**src/hw/rtl/dtc_pkg.sv**
```systemverilog
// Package for the domino tiling counter: widths, saturation limit,
// controller/datapath command and status structs, even-run check function.
// No dependencies.
`timescale 1ns / 1ps

package dtc_pkg;

	// default board limits
	localparam int DTC_MAX_ROWS = 11;
	localparam int DTC_MAX_COLS = 16;

	// width of the even-run check, the largest mask the design supports
	localparam int EVEN_W = 12;

	// tiling counts are kept saturated below 2^63
	localparam int CNT_W = 63;
	localparam logic [CNT_W-1:0] SAT_MAX = {CNT_W{1'b1}};

	// controller to datapath commands
	typedef struct packed {
		logic start;     // latch a new request, clear the query state
		logic issue;     // walk one mask pair and read its count
		logic next_col;  // step to the next column, swap count banks
		logic load_out;  // move the finished count into the output register
	} cmd_t;

	// datapath to controller status
	typedef struct packed {
		logic cols_zero; // request at the input has zero width
		logic b_zero;    // current source mask is the empty mask
		logic a_last;    // current target mask is the full mask
		logic col_last;  // current column is the last one
		logic out_full;  // output register holds an unaccepted result
	} sts_t;

	// true when every run of zero bits of m inside the set bits of full is even
	function automatic logic even_runs(input logic [EVEN_W-1:0] m,
		input logic [EVEN_W-1:0] full);
		logic [EVEN_W-1:0] pad;
		logic odd;
		logic fail;
		pad  = m | ~full;
		odd  = 1'b0;
		fail = 1'b0;
		for (int i = 0; i < EVEN_W; i++) begin
			if (pad[i]) begin
				fail = fail | odd;
				odd  = 1'b0;
			end else begin
				odd = ~odd;
			end
		end
		return ~(fail | odd);
	endfunction

endpackage

```
**src/hw/rtl/dtc_ctrl.sv**
```systemverilog
// Controller of the domino tiling counter: sequences request intake,
// the per-column mask walk, bank swaps and result hand-off. Uses dtc_pkg.
`timescale 1ns / 1ps

module dtc_ctrl (
	input  logic        clk,
	input  logic        arst_n,
	input  logic        in_valid,
	output logic        in_ready,
	input  dtc_pkg::sts_t sts,
	output dtc_pkg::cmd_t cmd
);
	import dtc_pkg::*;

	typedef enum logic [3:0] {
		ST_IDLE  = 4'b0001,
		ST_RUN   = 4'b0010,
		ST_DRAIN = 4'b0100,
		ST_DONE  = 4'b1000
	} state_t;

	state_t state_q;
	state_t state_d;

	// next state and commands
	always_comb begin
		state_d  = state_q;
		cmd      = '0;
		in_ready = 1'b0;
		unique case (state_q)
			ST_IDLE: begin
				in_ready = 1'b1;
				if (in_valid) begin
					cmd.start = 1'b1;
					state_d   = sts.cols_zero ? ST_DONE : ST_RUN;
				end
			end
			ST_RUN: begin
				cmd.issue = 1'b1;
				if (sts.b_zero && sts.a_last) begin
					state_d = ST_DRAIN;
				end
			end
			ST_DRAIN: begin
				// last pair of the column is written back in this cycle
				cmd.next_col = 1'b1;
				state_d      = sts.col_last ? ST_DONE : ST_RUN;
			end
			ST_DONE: begin
				if (!sts.out_full) begin
					cmd.load_out = 1'b1;
					state_d      = ST_IDLE;
				end
			end
			default: begin
				state_d = ST_IDLE;
			end
		endcase
	end

	// state register
	always_ff @(posedge clk or negedge arst_n) begin
		if (!arst_n) begin
			state_q <= ST_IDLE;
		end else begin
			state_q <= state_d;
		end
	end

	// a drain cycle only follows the end of a column walk
	a_drain_after_run: assert property (@(posedge clk) disable iff (!arst_n)
		(state_q == ST_DRAIN) |-> $past(state_q == ST_RUN))
		else $error("drain entered without a column walk");

endmodule

```
**config.mk**
```make
export PLATFORM = sky130hd
export DESIGN_NAME = dtc_ctrl
export DESIGN_NICKNAME = d
export VERILOG_FILES = /design/src/hw/rtl/dtc_pkg.sv /design/src/hw/rtl/dtc_ctrl.sv
export SDC_FILE = /design/constraint.sdc
export NUM_CORES = 1
export LEC_CHECK = 0
export BUFFER_PORTS_ARGS = -buffer_cell sky130_fd_sc_hd__buf_2
export CORE_AREA = 2 2 39 41
export DETAILED_ROUTE_END_ITERATION = 8
export DIE_AREA = 0 0 41 43
export REMOVE_ABC_BUFFERS = 1
export SLEW_MARGIN = 20
export SYNTH_ARGS = -nofsm -noshare
export SYNTH_HDL_FRONTEND = slang
export SYNTH_SLANG_ARGS = --single-unit
```
**constraint.sdc**
```tcl
create_clock -name clk -period 1.2 [get_ports clk]
set_input_delay 0 -clock clk [delete_from_list [all_inputs] [get_ports clk]]
set_output_delay 0 -clock clk [all_outputs]
set_load 0.01 [all_outputs]
```
==> run_results.csv <==
group,metric,value,unit
outcome,status,"complete, but fails checks",
outcome,violations,"setup timing",
cells_and_area,finalNetCount,62,
cts,cts_buffers,3,
setup_path,slowest_stage,"dfstp_2",
setup_path,r2r_start,"state_q[0]",
place,place_inst,57,
setup_path,cp_num_cells,3,
cells_and_area,fin_util,35.9,%
sta,worstMarginPinSlew,245,ps
setup_path,end_kind,"output pin",
grt,grt_pass1_wl,1130,um
setup_path,endpoint,"cmd[3]",
detailed_routing,num_vias,314,
detailed_routing,via_per_inst,4.55,
grt,grt-ovfl-total,0,
logic_synthesis,synth_top_area_cell,"dfrtp_1",
logic_synthesis,syn_area,290,sq um
setup_path,r2r-end,"state_q[3]",
detailed_routing,wl_per_cell,11.9,um
sta,setup_viol,6,
floorplan,die_width,41,um
sta,max_freq,776,MHz
cts,clk_latency,240,ps
cells_and_area,diodes,0,
detailed_routing,ant_nets,0,
grt,grt_pass1_vias,267,
sta,fin_crit_sh,107,%
setup_path,startpoint,"state_q[0]",
cells_and_area,drive_gt1_share,66.0,%
logic_synthesis,ys_types,18,
detailed_routing,drt_first_iter_violations,5,
setup_path,rr_worst_depth,4,
floorplan,chipHeight,43,um
power,clock_power_share,18.2,%
logic_synthesis,syn_area_per_cell,10.8,sq um
detailed_routing,routed_wl,820,um
logic_synthesis,postSynthCellCount,27,
cts,clk_pin_slew_worst_paths,40,ps
floorplan,core_area,0.00138,sq mm
power,p_int,0.648,mW
setup_path,startpoint_type,"flip-flop",
sta,worst_slack,-88.7,ps
logic_synthesis,yosys-top-cells-area,"dfrtp_1, nor4b_4, dfstp_2, nand2b_4, nor2b_4",
cts,cts_sinks,4,
setup_path,arrival,1290,ps
detailed_routing,drc,0,
sta,slew_violations,0,
detailed_routing,dr.pass1.iters,4,
cells_and_area,area_delta_synth_final,71.1,%
place,routabilityCongestion,0.767,
power,seqPwrFrac,26.8,%
power,comb_power_share,55.0,%
sta,hold_viol,0,
place,hpwlAfterDp,528,um
logic_synthesis,synth_top_area_share,25.9,%
floorplan,initial_core_util,21.0,%
power,leakagePower,0.255,nW
power,power,1.04,mW
power,p_per_area,2100,mW/mm^2
cts,cts_tree,"done",
floorplan,pin_count,13,
setup_path,crit_type,"flip-flop to output pin",
setup_path,crit_family,"flip-flops",
sta,fin_tns_setup,-253,ps
place,io_buffers,12,
sta,period_minus_slack,1290,ps
logic_synthesis,synth_seq_cells,4,
cells_and_area,largest_reg_flops,4,
cts,clk_path_buf_depth,2,
floorplan,fp-row-count,14,
sta,rsz0062_at_grt,"true",
job,cap_violations,0,
logic_synthesis,ys_seq_area_share,34.9,%
place,pre_cts_slack,19.0,ps
cells_and_area,top_regs,"state_q (4)",
sta,fin_skew,10.1,ps
cts,cts_root_buf,"clkbuf_4",
hold_path,hold_path_class,"primary input to flip-flop",
setup_path,cpPeakStageDelay,540,ps
sta,relSlewSlack,83.6,%
setup_path,rrSetupSlack,-40,ps
power,p_sw,0.396,mW
cells_and_area,instances_no_fill,69,
grt,antenna_found_initial,0,
setup_path,crit_buf_inv,1,
grt,grt_usage,10.2,%
power,peakVddDrop,0.611,mV
power,sw_frac_of_total,38.0,%
cts,cts.htree.levels,1,
logic_synthesis,yosysWarnings,0,
floorplan,die-area,0.00176,sq mm
setup_path,crit_required,1200,ps
setup_path,critPathMaxFanout,5,
cells_and_area,largest_register,"state_q",
setup_path,path_cells,"nand2b_4 -> nor4b_4 -> buf_2",
grt,grt_max_degree,7,
[through the flow]
stage | hold WS [ps] | cell area [sq um]
2_1_floorplan | -296 | 290
3_3_place_gp | -187 | 385
3_5_place_dp | -185 | 385
4_1_cts | 3.78 | 450
5_1_grt | 38.2 | 497
6_report | 16.0 | 497
[worst reg2reg max path: stages, from the launching register on]
cell,delay (ps)
dfstp_2,540
buf_4,150
nand2b_4,130
o22ai_1,80
a32o_1,230
[final cells by class]
class | count | area [sq um]
inverters | 2 | 7.51
well taps | 16 | 20.0
flip-flops and latches | 4 | 105
multi-input cells | 21 | 196
fillers | 138 | 887
clock buffers | 4 | 26.3
repair buffers | 22 | 141
[kinds of logic (layout without fill, tap and decap cells)]
| kind of cell | Yosys count | count (layout) | synth area share [%] |
|---|---|---|---|
| DFF | 4 | 4 | 34.9 |
| buffers and inverters | 2 | 28 | 2.59 |
| and+or+nand+nor | 14 | 14 | 42.2 |
| AOI/OAI and AO/OA | 7 | 7 | 20.3 |
[synthesized netlist by cell type (all sizes together)]
| cell | number |
|---|---|
| nand2b | 2 |
| nor2b | 2 |
| nor2 | 3 |
| nand2 | 2 |
| a211oi | 1 |
| inv | 2 |
| a22o | 1 |
| dfstp | 1 |
| a21o | 1 |
| and3 | 1 |
| a32o | 1 |
| o22ai | 2 |
| nor3 | 2 |
| nor4b | 2 |
| dfrtp | 3 |
| o21a | 1 |
[worst min path at each step]
stage,from,endpoint,cells after the start
after CTS,sts[2],state_q[2],2
after global routing,sts[2],state_q[2],2
after global placement,arst_n,state_q[3],1
final,sts[2],state_q[2],2
after detailed placement,arst_n,state_q[3],1
after floorplan,arst_n,state_q[1],0
[layer usage]
layer  track usage, %  part of all wire (%)  vias to the layer above
li1                 -                     -                      155
met1             12.0                    45                      146
met2             13.4                    48                       13
met3             4.71                   7.0                        0
met4             8.00                     0                        0
met5                0                     0                        -
[what timing repair did]
action / in CTS / in global routing
resized for setup: 3 / 4
setup buffers: 3 / 4
cloned: 0 / 0
endpoints found under the hold margin: 4 / 0
pin swaps: 2 / 0
hold buffers: 1 / 0
endpoints found under the setup margin: 4 / 7
[power by group through the flow]
stage,clock network [mW],logic [mW],registers (mW)
6_report,0.190,0.574,0.280
5_1_grt,0.202,0.615,0.285
4_1_cts,0.197,0.501,0.268
3_5_place_dp,0,0.426,0.278
3_3_place_gp,0,0.421,0.276
2_1_floorplan,0,0.290,0.280
[cells in the final DEF, fill, tap and decap left out, types with 2 or more instances in the layout]
| master | n |
|---|---|
| nor2_1 | 2 |
| nand2_1 | 2 |
| clkbuf_4 | 3 |
| nor4b_4 | 2 |
| nand2b_4 | 2 |
| buf_2 | 12 |
| dfrtp_2 | 3 |
| o22ai_1 | 2 |
| nor3_1 | 2 |
| buf_4 | 8 |
| inv_1 | 2 |
Note: power is estimated with default switching activity, not from simulation.
